<file path="src/design/dqec_pkg.sv">
`timescale 1ns / 1ps
// ----------------------------------------------------------------------------
// dqec_pkg
// Shared types and constants for the dual quadrature encoder counter.
// ----------------------------------------------------------------------------
package dqec_pkg;

	// Counter width, fixed by the snapshot format
	localparam int CountW  = 32;
	localparam int ActionW = 2;
	localparam int FlagsW  = 8;
	localparam int SnapW   = 5 * CountW;

	// Request kinds carried on tuser
	typedef enum logic [ActionW-1:0] {
		ACT_EDGE  = 2'd0,
		ACT_TICK  = 2'd1,
		ACT_RESET = 2'd2,
		ACT_NONE  = 2'd3
	} action_t;

	// Pin flags for one wheel
	typedef struct packed {
		logic a_edge;
		logic b_edge;
		logic a_level;
		logic b_level;
	} wheel_pins_t;

	// Control for one lane, decoded from the request
	typedef struct packed {
		logic    en;
		action_t action;
	} lane_ctrl_t;

endpackage

</file>
<file path="src/design/dqec_lane.sv">
`timescale 1ns / 1ps
// ----------------------------------------------------------------------------
// dqec_lane
// One wheel: x2 quadrature decode, window count, running total and speed.
// ----------------------------------------------------------------------------
module dqec_lane #(
	parameter bit NegSpeed = 1'b0
) (
	input  logic                      clk,
	input  logic                      arst_n,
	input  dqec_pkg::lane_ctrl_t      ctrl,
	input  dqec_pkg::wheel_pins_t     pins,
	output logic [dqec_pkg::CountW-1:0] total,
	output logic [dqec_pkg::CountW-1:0] speed
);
	import dqec_pkg::*;

	logic [CountW-1:0] window_q;
	logic [CountW-1:0] total_q;
	logic [CountW-1:0] speed_q;
	logic [2:0]        delta;
	logic [CountW-1:0] delta_ext;
	logic [CountW-1:0] win_scaled;

	// Sum the signed steps of both phases (range -2..2)
	always_comb begin
		delta = 3'd0;
		if (pins.a_edge) begin
			delta = pins.b_level ? 3'd1 : 3'b111;
		end
		if (pins.b_edge) begin
			delta = delta + (pins.a_level ? 3'b111 : 3'd1);
		end
		delta_ext = {{(CountW-3){delta[2]}}, delta};
	end

	// Scale window by four, negate for a mirrored wheel
	assign win_scaled = NegSpeed ? ((CountW'(0) - window_q) << 2) : (window_q << 2);

	// Update counters on each accepted request
	always_ff @(posedge clk or negedge arst_n) begin
		if (!arst_n) begin
			window_q <= '0;
			total_q  <= '0;
			speed_q  <= '0;
		end else if (ctrl.en) begin
			case (ctrl.action)
				ACT_EDGE: begin
					window_q <= window_q + delta_ext;
					total_q  <= total_q + delta_ext;
				end
				ACT_TICK: begin
					speed_q  <= win_scaled;
					window_q <= '0;
				end
				ACT_RESET: begin
					window_q <= '0;
					total_q  <= '0;
					speed_q  <= '0;
				end
				default: begin
				end
			endcase
		end
	end

	assign total = total_q;
	assign speed = speed_q;

endmodule

</file>
<file path="src/design/dqec_merge.sv">
`timescale 1ns / 1ps
// ----------------------------------------------------------------------------
// dqec_merge
// Combines both lanes into the output snapshot register.
// ----------------------------------------------------------------------------
module dqec_merge (
	input  logic                        clk,
	input  logic                        arst_n,
	input  logic                        valid_s1,
	input  logic                        ready,
	input  logic [dqec_pkg::CountW-1:0] total_left,
	input  logic [dqec_pkg::CountW-1:0] total_right,
	input  logic [dqec_pkg::CountW-1:0] speed_left,
	input  logic [dqec_pkg::CountW-1:0] speed_right,
	output logic                        advance,
	output logic                        valid_s2,
	output logic [dqec_pkg::SnapW-1:0]  snap_s2
);
	import dqec_pkg::*;

	logic [CountW-1:0] diff;
	logic [CountW-1:0] half;

	// Halve the difference, truncating toward zero
	assign diff = total_left - total_right;
	assign half = CountW'($signed(diff + {{(CountW-1){1'b0}}, diff[CountW-1]}) >>> 1);

	// Move the snapshot forward when the output register is free
	assign advance = !valid_s2 || ready;

	always_ff @(posedge clk or negedge arst_n) begin
		if (!arst_n) begin
			valid_s2 <= 1'b0;
		end else if (advance) begin
			valid_s2 <= valid_s1;
		end
	end

	// Hold payload while stalled
	always_ff @(posedge clk) begin
		if (advance && valid_s1) begin
			snap_s2 <= {half, speed_right, speed_left, total_right, total_left};
		end
	end

endmodule

</file>
<file path="src/design/dual_quadrature_encoder_counter_top.sv">
`timescale 1ns / 1ps
// ----------------------------------------------------------------------------
// dual_quadrature_encoder_counter_top
// Two-wheel x2 quadrature counter returning a snapshot for every request.
//
//  Channel  Dir  Signals                        Contents
//  s        in   s_tvalid s_tready s_tdata s_tuser  pin flags, action
//  m        out  m_tvalid m_tready m_tdata          totals, speeds, distance
//
// One request per clock while the m side is not stalled; m_tvalid rises after
// acceptance (lane counters update at the accepting edge, then the snapshot/distance
// register loads once the output register is free or draining).
// arst_n clears all counters and both pipeline valids.
// A stalled m side holds the snapshot; s_tready drops only when both the
// lane stage and the output register are occupied and m_tready is low.
// ----------------------------------------------------------------------------
module dual_quadrature_encoder_counter_top (
	input  logic                          clk,
	input  logic                          arst_n,
	input  logic                          s_tvalid,
	output logic                          s_tready,
	// [0] left_a_edge [1] left_b_edge [2] right_a_edge [3] right_b_edge
	// [4] left_a_level [5] left_b_level [6] right_a_level [7] right_b_level
	input  logic [dqec_pkg::FlagsW-1:0]   s_tdata,
	// [1:0] action
	input  logic [dqec_pkg::ActionW-1:0]  s_tuser,
	output logic                          m_tvalid,
	input  logic                          m_tready,
	// [31:0] total_left_out [63:32] total_right_out [95:64] speed_left_out
	// [127:96] speed_right_out [159:128] distance_pulses
	output logic [dqec_pkg::SnapW-1:0]    m_tdata
);
	import dqec_pkg::*;

	logic          valid_s1;
	logic          advance;
	logic          accept;
	lane_ctrl_t    ctrl;
	wheel_pins_t   pins_left;
	wheel_pins_t   pins_right;
	logic [CountW-1:0] total_left;
	logic [CountW-1:0] total_right;
	logic [CountW-1:0] speed_left;
	logic [CountW-1:0] speed_right;

	// Take a request when the lane stage is empty or draining
	assign s_tready = !valid_s1 || advance;
	assign accept   = s_tvalid && s_tready;

	assign ctrl.en     = accept;
	assign ctrl.action = action_t'(s_tuser);

	assign pins_left  = '{a_edge: s_tdata[0], b_edge: s_tdata[1],
	                      a_level: s_tdata[4], b_level: s_tdata[5]};
	assign pins_right = '{a_edge: s_tdata[2], b_edge: s_tdata[3],
	                      a_level: s_tdata[6], b_level: s_tdata[7]};

	// Track the snapshot held in the lane counters
	always_ff @(posedge clk or negedge arst_n) begin
		if (!arst_n) begin
			valid_s1 <= 1'b0;
		end else if (s_tready) begin
			valid_s1 <= s_tvalid;
		end
	end

	dqec_lane #(.NegSpeed(1'b0)) u_lane_left (
		.clk    (clk),
		.arst_n (arst_n),
		.ctrl   (ctrl),
		.pins   (pins_left),
		.total  (total_left),
		.speed  (speed_left)
	);

	dqec_lane #(.NegSpeed(1'b1)) u_lane_right (
		.clk    (clk),
		.arst_n (arst_n),
		.ctrl   (ctrl),
		.pins   (pins_right),
		.total  (total_right),
		.speed  (speed_right)
	);

	dqec_merge u_merge (
		.clk         (clk),
		.arst_n      (arst_n),
		.valid_s1    (valid_s1),
		.ready       (m_tready),
		.total_left  (total_left),
		.total_right (total_right),
		.speed_left  (speed_left),
		.speed_right (speed_right),
		.advance     (advance),
		.valid_s2    (m_tvalid),
		.snap_s2     (m_tdata)
	);

endmodule

</file>
<file path="config.mk">
export PLATFORM = sky130hd
export DESIGN_NAME = dual_quadrature_encoder_counter_top
export DESIGN_NICKNAME = d
export VERILOG_FILES = /design/src/design/dqec_pkg.sv /design/src/design/dqec_lane.sv /design/src/design/dqec_merge.sv /design/src/design/dual_quadrature_encoder_counter_top.sv
export SDC_FILE = /design/constraint.sdc
export NUM_CORES = 1
export LEC_CHECK = 0
export ABC_CLOCK_PERIOD_IN_PS = 5500
export BUFFER_PORTS_ARGS = -buffer_cell sky130_fd_sc_hd__buf_4
export CORE_UTILIZATION = 43
export CTS_CLUSTER_SIZE = 24
export DETAILED_ROUTE_END_ITERATION = 10
export HOLD_SLACK_MARGIN = 0.1
export PLACE_DENSITY_LB_ADDON = 0.15
export SYNTH_ARGS = -nofsm -noshare
export SYNTH_HDL_FRONTEND = slang
export SYNTH_HIERARCHICAL = 1
export SYNTH_SLANG_ARGS = --single-unit
</file>
<file path="constraint.sdc">
create_clock -name clk -period 5.5 [get_ports clk]
set_clock_uncertainty 0.1 [all_clocks]
set_input_delay 1.65 -clock clk [delete_from_list [all_inputs] [get_ports clk]]
set_output_delay 1.65 -clock clk [all_outputs]
set_load 0.05 [all_outputs]
</file>
==> metrics.cfg, run 1 <==
[sta]
slew-limit-headroom_pct = 44.2
finalCriticalPeriod_ps = 5010
post-route-period-util_pct = 91.1
finalSetupViolations = 0
rsz0062_at_grt = false
hold_violations = 0
setup-tns-final_ps = 0
drv_slew = 0
holdWs_ps = 345
worst_pin_slew_ps = 837
fmax_mhz = 200

[floorplan]
initial_core_util_pct = 43.5
die-width_um = 227
dieHeight_um = 227
io-pin-count = 176
fp.coreArea_sq_um = 50100
dieArea_sq_um = 51600
row_count = 82

[cells_and_area]
final_cells = 3057
nNetsFinal = 2562
areaGrowthSynthToFinish_pct = 17.3
drive_gt1_share_pct = 15.6
antenna_cells = 0
regArea_sq_um = 9430
multi_input_area_sq_um = 11900
fillerInstances = 4613

[cts]
cts.sinks = 345
cts_htree_levels = 2
clock_latency_ps = 570
cts.reportedPaths.clkPinSlew_ps = 60
clockRootBuffer = clkbuf_16
cts_buffers = 40
cts_buffer_depth = 3
ctsResizeCount = 0
tritoncts = built
postCtsHoldBufs = 0
post-cts-setup-buffers = 0

[global_route]
grt_use_total_pct = 21.8
grt_max_degree = 81
grt_pass1_vias = 16474
antenna_found_initial = 2
grt-ovfl-total = 0
grt_pass1_wl_mm = 89.0

[status]
status = complete, no violations

[place]
routabilityCongestion = 0.932
place_inst = 2983
io_buffers = 175
dp_hpwl_mm = 41.5

[synthesis]
yosysUniqueCellTypes = 113
synth_warnings = 6
yosysSeqAreaShare_pct = 43.3
ys_top_cells_by_area = edfxtp_1 22%, dfrtp_1 21%, ha_1 11%
synthTopCellsByCount = 250 x nand2_1, 188 x ha_1, 186 x dfrtp_1, 159 x edfxtp_1, 159 x o21ai_0
synth_edf_count = 159
synth_area_leader_cell = edfxtp_1
synthDominantCellAreaShare_pct = 21.9
synth-main-ff-cell = dfrtp_1
avgSynthCellArea_sq_um = 10.1
syn_area_sq_um = 21800
synth-async-reset-ratio_pct = 53.9
ys_ff_latch = 345
synthCells = 2167
yosysMostFrequentCell = nand2_1

[routing]
vias_per_cell = 5.49
drc_errors = 0
first_iter_violations = 1014
wl_per_cell_um = 18.1
first_pass_iters = 6
routed_wl_mm = 55.4
num_vias = 16796
detail-route-antenna-nets = 0

[critical_path]
crit_type = input pin to register
cp.required_ps = 5810
arrival_ps = 5330
r2r_slack_ps = 520
worst-path-max-fanout = 5
setup.worst_path.start_class = input pin
end_kind = register

[hold_path]
hp-class = register to register

[run]
max_cap_violations = 0

[power_and_ir_drop]
total_power_mw = 17.5
powerDensity_nw_per_um2 = 684
peakVddDrop_uv = 316
leakagePower_nw = 11.2

-- logic make-up (layout without fill, tap and decap cells) --
group,Yosys count,after routing,share of synthesized area (%)
adders and majority gates,195,195,11.4
muxes,12,12,0.557
DFF,345,345,43.3
buffers and inverters,152,368,2.83
and+or+nand+nor,648,648,15.1
AOI/OAI and AO/OA,636,636,19.6
xor gates and xnor gates,177,177,7.18
other,2,4,0.0345
-- flip-flops by register name, summed over array words and instances (netlist names) --
signal and count:
u_merge/snap_s2 159, u_merge/valid_s2 1, u_lane_left/speed 30, u_lane_right/window_q 30, u_lane_left/total 32, valid_s1 1
u_lane_right/total 32, u_lane_right/speed 30, u_lane_left/window_q 30
-- area by class of cell --
class	instances	share of cell area, %
inverter	76	1.12
tap	672	3.29
clock inverter	28	1.41
sequential	345	36.9
clock buffer	46	4.17
timing repair buffer	218	6.72
multi-input combinational	1672	46.4
-- stage by stage --
stage	worst slack [ps]	util, %	instance area, sq um
2_1_floorplan	-280	-	21900
3_5_place_dp	-47.3	48.2	24100
5_1_grt	151	51.0	25600
4_1_cts	525	51.0	25600
3_3_place_gp	10.0	48.2	24100
6_report	488	51.0	25600
-- cell usage in the layout (no fill, tap or decap), drive strengths merged, types with 11 or more instances in the layout --
| cell type | n |
|---|---|
| o21bai | 15 |
| o211ai | 13 |
| a31oi | 16 |
| a211oi | 18 |
| o21a | 14 |
| inv | 81 |
| a21o | 77 |
| a21oi | 145 |
| nor2b | 20 |
| nor3 | 46 |
| nand3 | 30 |
| xnor2 | 92 |
| xor2 | 85 |
| o21ai | 173 |
| edfxtp | 159 |
| buf | 217 |
| and2 | 12 |
| a22o | 53 |
| clkbuf | 47 |
| and3 | 13 |
| nor4 | 19 |
| dfrtp | 186 |
| ha | 188 |
| nand4 | 34 |
| mux2i | 11 |
| or3 | 19 |
| nand2 | 254 |
| nand2b | 51 |
| nor2 | 105 |
| o31ai | 27 |
-- power breakdown --
part | internal, mW | switching [mW] | leakage, nW
Clock | 1.74 | 1.13 | 0.679
Combinational | 3.65 | 6.23 | 6.60
Sequential | 3.90 | 0.838 | 3.96
-- worst max-delay path: stages --
cell,delay (ps)
buf_4,110
nand2b_1,160
fa_1,490
a21o_1,160
inv_1,100
fa_1,430
nand3b_1,200
a21oi_1,200
o211ai_1,170
a211oi_1,400
o211ai_1,280
a2111oi_2,450
o21ai_0,210
mux2i_1,170
o311ai_0,150
-- per-layer routing --
metal	vias to the layer above	share of wire, %	GRT usage, %
li1	8372	-	-
met1	8007	45	29.0
met2	327	48	36.1
met3	86	4.4	3.36
met4	4	2.6	7.34
met5	-	0.041	0
-- path summary, 6_finish.rpt --
kind | from | cells after the start | end
worst min-delay path | u_lane_left/speed[4] | 0 | u_merge/snap_s2[68]
worst min register to register | u_lane_left/speed[4] | 0 | u_merge/snap_s2[68]
max in group asynchronous | arst_n | 2 | u_lane_left/window_q[12]
min in group asynchronous | arst_n | 1 | u_lane_right/total[10]
worst max register to register | u_lane_left/total[20] | 15 | u_merge/snap_s2[145]
worst max-delay path | s_tdata[5] | 15 | u_lane_left/total[30]
Note: power is estimated with default switching activity, not from simulation.
==> inputs of run 2 (changes only) <==
--- a/config.mk
+++ b/config.mk
@@ -5,6 +5,7 @@
 export SDC_FILE = /design/constraint.sdc
 export NUM_CORES = 1
 export LEC_CHECK = 0
+export ABC_AREA = 1
 export ABC_CLOCK_PERIOD_IN_PS = 5500
 export BUFFER_PORTS_ARGS = -buffer_cell sky130_fd_sc_hd__buf_4
 export CORE_UTILIZATION = 43
@@ -12,6 +13,7 @@
 export DETAILED_ROUTE_END_ITERATION = 10
 export HOLD_SLACK_MARGIN = 0.1
 export PLACE_DENSITY_LB_ADDON = 0.15
+export REMOVE_ABC_BUFFERS = 1
 export SYNTH_ARGS = -nofsm -noshare
 export SYNTH_HDL_FRONTEND = slang
 export SYNTH_HIERARCHICAL = 1
==> metrics.cfg, run 2 <==
[global_route]
antenna_found_initial = 3
grt_pass1_wl_mm = 121
grt_use_total_pct = 25.4
grt_max_degree = 103
grt_pass1_vias = 22371
grt-ovfl-total = 0

[cells_and_area]
areaGrowthSynthToFinish_pct = 14.3
final_common_cell = nand2_1
largest_register_ffs = 159
fillerInstances = 6049
nNetsFinal = 4226
final_cell_mix = 1494 x nand2_1, 683 x inv_1, 276 x nor2_1
top_register = u_merge/snap_s2
final_cells = 4823
drive_gt1_share_pct = 8.42
fin_area_sq_um = 29500

[critical_path]
r2r_end = u_merge/snap_s2[157]
crit_type = input pin to register
worst-path-max-fanout = 34
rr_startpoint = u_lane_right/total[6]
r2r_slack_ps = 1380
slowest_delay_ps = 380
cpMostUsedCell = nand2_1
setup.worst_path.start_class = input pin
critPathTopFamily = simple AND/OR/NAND/NOR gates
crit_chain = buf_4 > inv_1 > nand2_1 > fa_1 > nand2_1 > nand2_1 > inv_2 > buf_4 > ha_1 > nand2_1 > inv_1 > nand2_1 > nand2_1 > inv_1 > nand3_1 > nand2_1 > nand4_1 > nand3_1 > nand2_1
reg2reg_depth = 25
slowest_stage = ha_1
cp.required_ps = 5880
arrival_ps = 4500
end_kind = register
crit_buf_inv = 6
startpoint = s_tdata[7]

[routing]
vias_per_cell = 4.90
routed_wl_mm = 76.0
first_pass_iters = 9
num_vias = 23647
detail-route-antenna-nets = 0
first_iter_violations = 1707
wl_per_cell_um = 15.8
drc_errors = 26

[synthesis]
syn_area_sq_um = 25800
synth-async-reset-ratio_pct = 53.9
yosysMostFrequentCell = nand2_1
synth_edf_count = 159
synth_area_leader_cell = nand2_1
avgSynthCellArea_sq_um = 6.75
synth_warnings = 6
synth-main-ff-cell = dfrtp_1
ys_top_cells_by_area = nand2_1 22%, edfxtp_1 19%, dfrtp_1 18%
ys_ff_latch = 345
yosysUniqueCellTypes = 45
yosysSeqAreaShare_pct = 36.6
synthDominantCellAreaShare_pct = 21.8
synthCells = 3820
synthTopCellsByCount = 1495 x nand2_1, 685 x inv_1, 276 x nor2_1, 239 x nand3_1, 188 x ha_1

[cts]
cts.reportedPaths.clkPinSlew_ps = 60
postCtsHoldBufs = 0
post-cts-setup-buffers = 0
clockRootBuffer = clkbuf_16
tritoncts = built
ctsResizeCount = 0
clock_latency_ps = 590
cts_htree_levels = 2
cts_buffers = 40
cts_buffer_depth = 3
cts.sinks = 345

[floorplan]
fp.coreArea_sq_um = 59100
dieArea_sq_um = 60900
io-pin-count = 176
initial_core_util_pct = 43.6
row_count = 89
dieHeight_um = 247
die-width_um = 247

[power_and_ir_drop]
peakVddDrop_uv = 244
total_power_mw = 19.2
leakagePower_nw = 16.3
powerDensity_nw_per_um2 = 650

[sta]
finalCriticalPeriod_ps = 4120
slew-limit-headroom_pct = 32.3
hold_violations = 0
worst_pin_slew_ps = 1010
setup-tns-final_ps = 0
drv_slew = 0
post-route-period-util_pct = 75.0
fmax_mhz = 243
rsz0062_at_grt = false
finalSetupViolations = 0

[run]
max_cap_violations = 0

[place]
placed_area_sq_um = 28100
place_inst = 4748
io_buffers = 175
dp_hpwl_mm = 60.3
routabilityCongestion = 0.950

[status]
status = finished with violations
violations = DRC

[hold_path]
min_to = u_merge/snap_s2[89]
hp-class = register to register
holdPathStages = 0
min_from = u_lane_left/speed[25]

## run 2: cell types whose count changed after synthesis, sizes merged, moves of 40 or more
cell	before	now
nand2	254	1517
nor2	105	304
nand2b	51	0
a22o	53	3
nand3	30	243
o21ai	173	133
clkbuf	62	22
a21o	77	5
xnor2	92	6
inv	76	703
xor2	85	24
## run 2: area by class of cell
class	count	area (sq um)	share of cell area, %
multi-input combinational	2734	13500	45.9
inverter	704	2640	8.97
tap	773	967	3.28
clock inverter	26	354	1.20
sequential	345	9430	32.0
clock buffer	47	1050	3.56
timing repair buffer	192	1490	5.04
antenna	2	5.00	0.0170
## run 2: worst reg2reg max path, delay by kind of cell (launching register included)
kind | cells | cell delay (ps)
DFF | 1 | 560
buffers and inverters | 4 | 310
and+or+nand+nor | 19 | 2320
adders and majority gates | 2 | 570
## run 2: how the worst max path moves through the flow
stage	end	slack (ps)	cells after the start
3_5_place_dp	u_lane_right/window_q[17]	810	20
2_1_floorplan	u_merge/snap_s2[0]	-4620	2
5_1_grt	u_merge/snap_s2[157]	1000	25
3_3_place_gp	u_lane_right/window_q[17]	820	20
6_report	u_lane_right/window_q[25]	1380	19
4_1_cts	s_tready	1420	6
## run 2: report_power, final
part | leakage [nW] | switching (mW) | internal, mW
sequential | 3.94 | 0.920 | 3.83
combinational | 11.6 | 8.07 | 3.48
clock | 0.691 | 1.15 | 1.71
## run 2: per-layer routing
layer	up-vias	wire [um]	global-route usage [%]	share of wire [%]
met5	-	0	0	0
met4	0	2350	8.35	3.1
met3	122	3670	3.18	4.8
met2	512	34700	41.8	46
met1	10634	35300	34.3	46
li1	12379	-	-	-
## run 2: per-stage QoR
stage	setup slack, ps	hold WS (ps)	utilization [%]
after floorplan	-4620	325	-
after global placement	822	329	47.4
after detailed placement	808	332	47.4
after CTS	1420	343	49.8
after global routing	997	344	49.8
final	1380	341	49.8
## run 2: kinds of logic after synthesis
| kind of cell | synth area share, % |
|---|---|
| simple gates | 34.4 |
| buf+inv | 11.0 |
| flops | 36.6 |
| compound gates | 7.27 |
| fa+ha+maj | 9.67 |
| xor+xnor | 1.05 |
| other cells | 0.0291 |
==> inputs of run 3 (changes only) <==
--- a/config.mk
+++ b/config.mk
@@ -6,7 +6,7 @@
 export NUM_CORES = 1
 export LEC_CHECK = 0
 export ABC_AREA = 1
-export ABC_CLOCK_PERIOD_IN_PS = 5500
+export ABC_CLOCK_PERIOD_IN_PS = 4050
 export BUFFER_PORTS_ARGS = -buffer_cell sky130_fd_sc_hd__buf_4
 export CORE_UTILIZATION = 43
 export CTS_CLUSTER_SIZE = 24
==> constraint.sdc (replaced) <==
create_clock -name clk -period 4.05 [get_ports clk]
set_clock_uncertainty 0.1 [all_clocks]
set_input_delay 1.215 -clock clk [delete_from_list [all_inputs] [get_ports clk]]
set_output_delay 1.215 -clock clk [all_outputs]
set_load 0.05 [all_outputs]
==> metrics.cfg, run 3 (synthesis gave the netlist of run 2 again) <==
[place]
placed_area_sq_um = 28600
routabilityCongestion = 0.951
place_inst = 4801
io_buffers = 175
dp_hpwl_mm = 62.5

[global_route]
grt_pass1_vias = 22509
grt-ovfl-total = 0
grt_pass1_wl_mm = 123
grt_use_total_pct = 25.9
antenna_found_initial = 1
grt_max_degree = 78

[sta]
finalSetupViolations = 0
post-route-period-util_pct = 91.6
hold_violations = 0
finalCriticalPeriod_ps = 3710
fmax_mhz = 270
slew-limit-headroom_pct = 50.7
holdWs_ps = 344
worst_pin_slew_ps = 734
drv_slew = 0

[power_and_ir_drop]
peakVddDrop_uv = 370
p_int_mw = 12.6
pwr-share-clk_pct = 14.6
seq_power_share_pct = 23.6
p_sw_mw = 14.1
swShare_pct = 52.7
powerDensity_nw_per_um2 = 885
leakagePower_nw = 16.5
p_comb_share_pct = 61.7

[critical_path]
crit_type = register to register
slowest_delay_ps = 500
end_kind = register
arrival_ps = 3960
setup.worst_path.start_class = register
crit_chain = ha_2 > nand2_1 > nor2_1 > nand2_1 > nor2_1 > nand2_1 > nand2_1 > nand2_1 > nand2_4 > nand2_1 > inv_1 > ha_1 > and3_1 > nand2_2 > nor2_2 > nand3_1 > nor2_2 > nand2_2 > nor2_4 > nand4_1 > nand2_1 > inv_1
slowest_stage = dfrtp_1
crit_buf_inv = 2
critPathTopFamily = simple AND/OR/NAND/NOR gates
cp.required_ps = 4300
worst-path-max-fanout = 6
cpMostUsedCell = nand2_1

[cts]
cts_htree_levels = 2
cts_buffers = 43
postCtsHoldBufs = 0
tritoncts = built
clock_latency_ps = 610
cts_buffer_depth = 3
clockRootBuffer = clkbuf_16
cts.sinks = 345
cts.reportedPaths.clkPinSlew_ps = 60

[routing]
first_iter_violations = 1729
num_vias = 24102
first_pass_iters = 9
vias_per_cell = 4.94
drc_errors = 26
wl_per_cell_um = 16.0
detail-route-antenna-nets = 0
routed_wl_mm = 78.0

[floorplan]
row_count = 89
fp.coreArea_sq_um = 59100
initial_core_util_pct = 43.6
dieHeight_um = 247
dieArea_sq_um = 60900
io-pin-count = 176
die-width_um = 247

[cells_and_area]
top_register = u_merge/snap_s2
fin_area_sq_um = 30200
largest_register_ffs = 159
drive_gt1_share_pct = 10.4
post-route-util_pct = 51.0
final_cells = 4882
final_common_cell = nand2_1
fillerInstances = 6050
nNetsFinal = 4283
final_cell_mix = 1493 x nand2_1, 683 x inv_1, 272 x nor2_1
areaGrowthSynthToFinish_pct = 17.1

[status]
violations = DRC
status = finished with violations

[run]
max_cap_violations = 0

[hold_path]
hp-class = register to register

==> run 3: cell types whose count changed in the layout (fill, tap and decap cells not counted), sizes merged <==
cell,change
buf,+54
clkbuf,+10
bufinv,-3
clkinv,-2
clkinvlp,+2
diode,-1
inv,-1
==> run 3: power groups by stage <==
stage / Combinational (mW) / Clock [mW] / Sequential, mW
CTS: 16.2 / 4.03 / 6.31
finish: 16.5 / 3.91 / 6.31
floorplan: 10.0 / 0 / 7.50
global placement: 16.0 / 0 / 6.36
detailed placement: 16.1 / 0 / 6.36
global route: 18.5 / 4.14 / 6.43
==> run 3: final timing paths <==
path	from	end	slack [ps]	depth (start not counted)
max	u_lane_left/total[16]	u_merge/snap_s2[153]	340	22
min	u_lane_right/speed[3]	u_merge/snap_s2[99]	340	0
min reg2reg	u_lane_right/speed[3]	u_merge/snap_s2[99]	340	0
max reg2reg	u_lane_left/total[16]	u_merge/snap_s2[153]	340	22
min in group asynchronous	arst_n	u_lane_right/speed[13]	570	1
max in group asynchronous	arst_n	u_lane_left/total[10]	2550	2
==> run 3: cell type report <==
cell class | instances | area [sq um] | share of cell area (%)
well taps | 773 | 967 | 3.21
inverters | 704 | 2640 | 8.76
flip-flops and latches | 345 | 9440 | 31.3
clock inverters | 22 | 272 | 0.900
clock buffers | 57 | 1160 | 3.84
repair buffers | 246 | 2000 | 6.64
multi-input cells | 2734 | 13700 | 45.4
diodes | 1 | 2.50 | 0.00829
==> run 3: metrics by stage <==
stage	setup TNS, ps	setup slack [ps]	power (mW)
after floorplan	-930560	-5640	17.5
after global placement	0	133	22.4
after detailed placement	0	73.6	22.5
after CTS	0	203	26.5
after global routing	-11.1	-11.1	29.1
final	0	340	26.7
==> run 3: timing repair <==
item | CTS | global route
resized for setup | 0 | 40
setup endpoints to repair | 0 | 5
buffers inserted | 0 | 1
==> run 3: metal layers <==
| metal | GRT usage (%) | up-vias | wire length [um] |
|---|---|---|---|
| met5 | 0 | - | 0 |
| met4 | 9.42 | 0 | 2890 |
| met3 | 3.26 | 132 | 3910 |
| met2 | 42.1 | 588 | 35200 |
| met1 | 35.4 | 10884 | 36000 |
| li1 | - | 12498 | - |
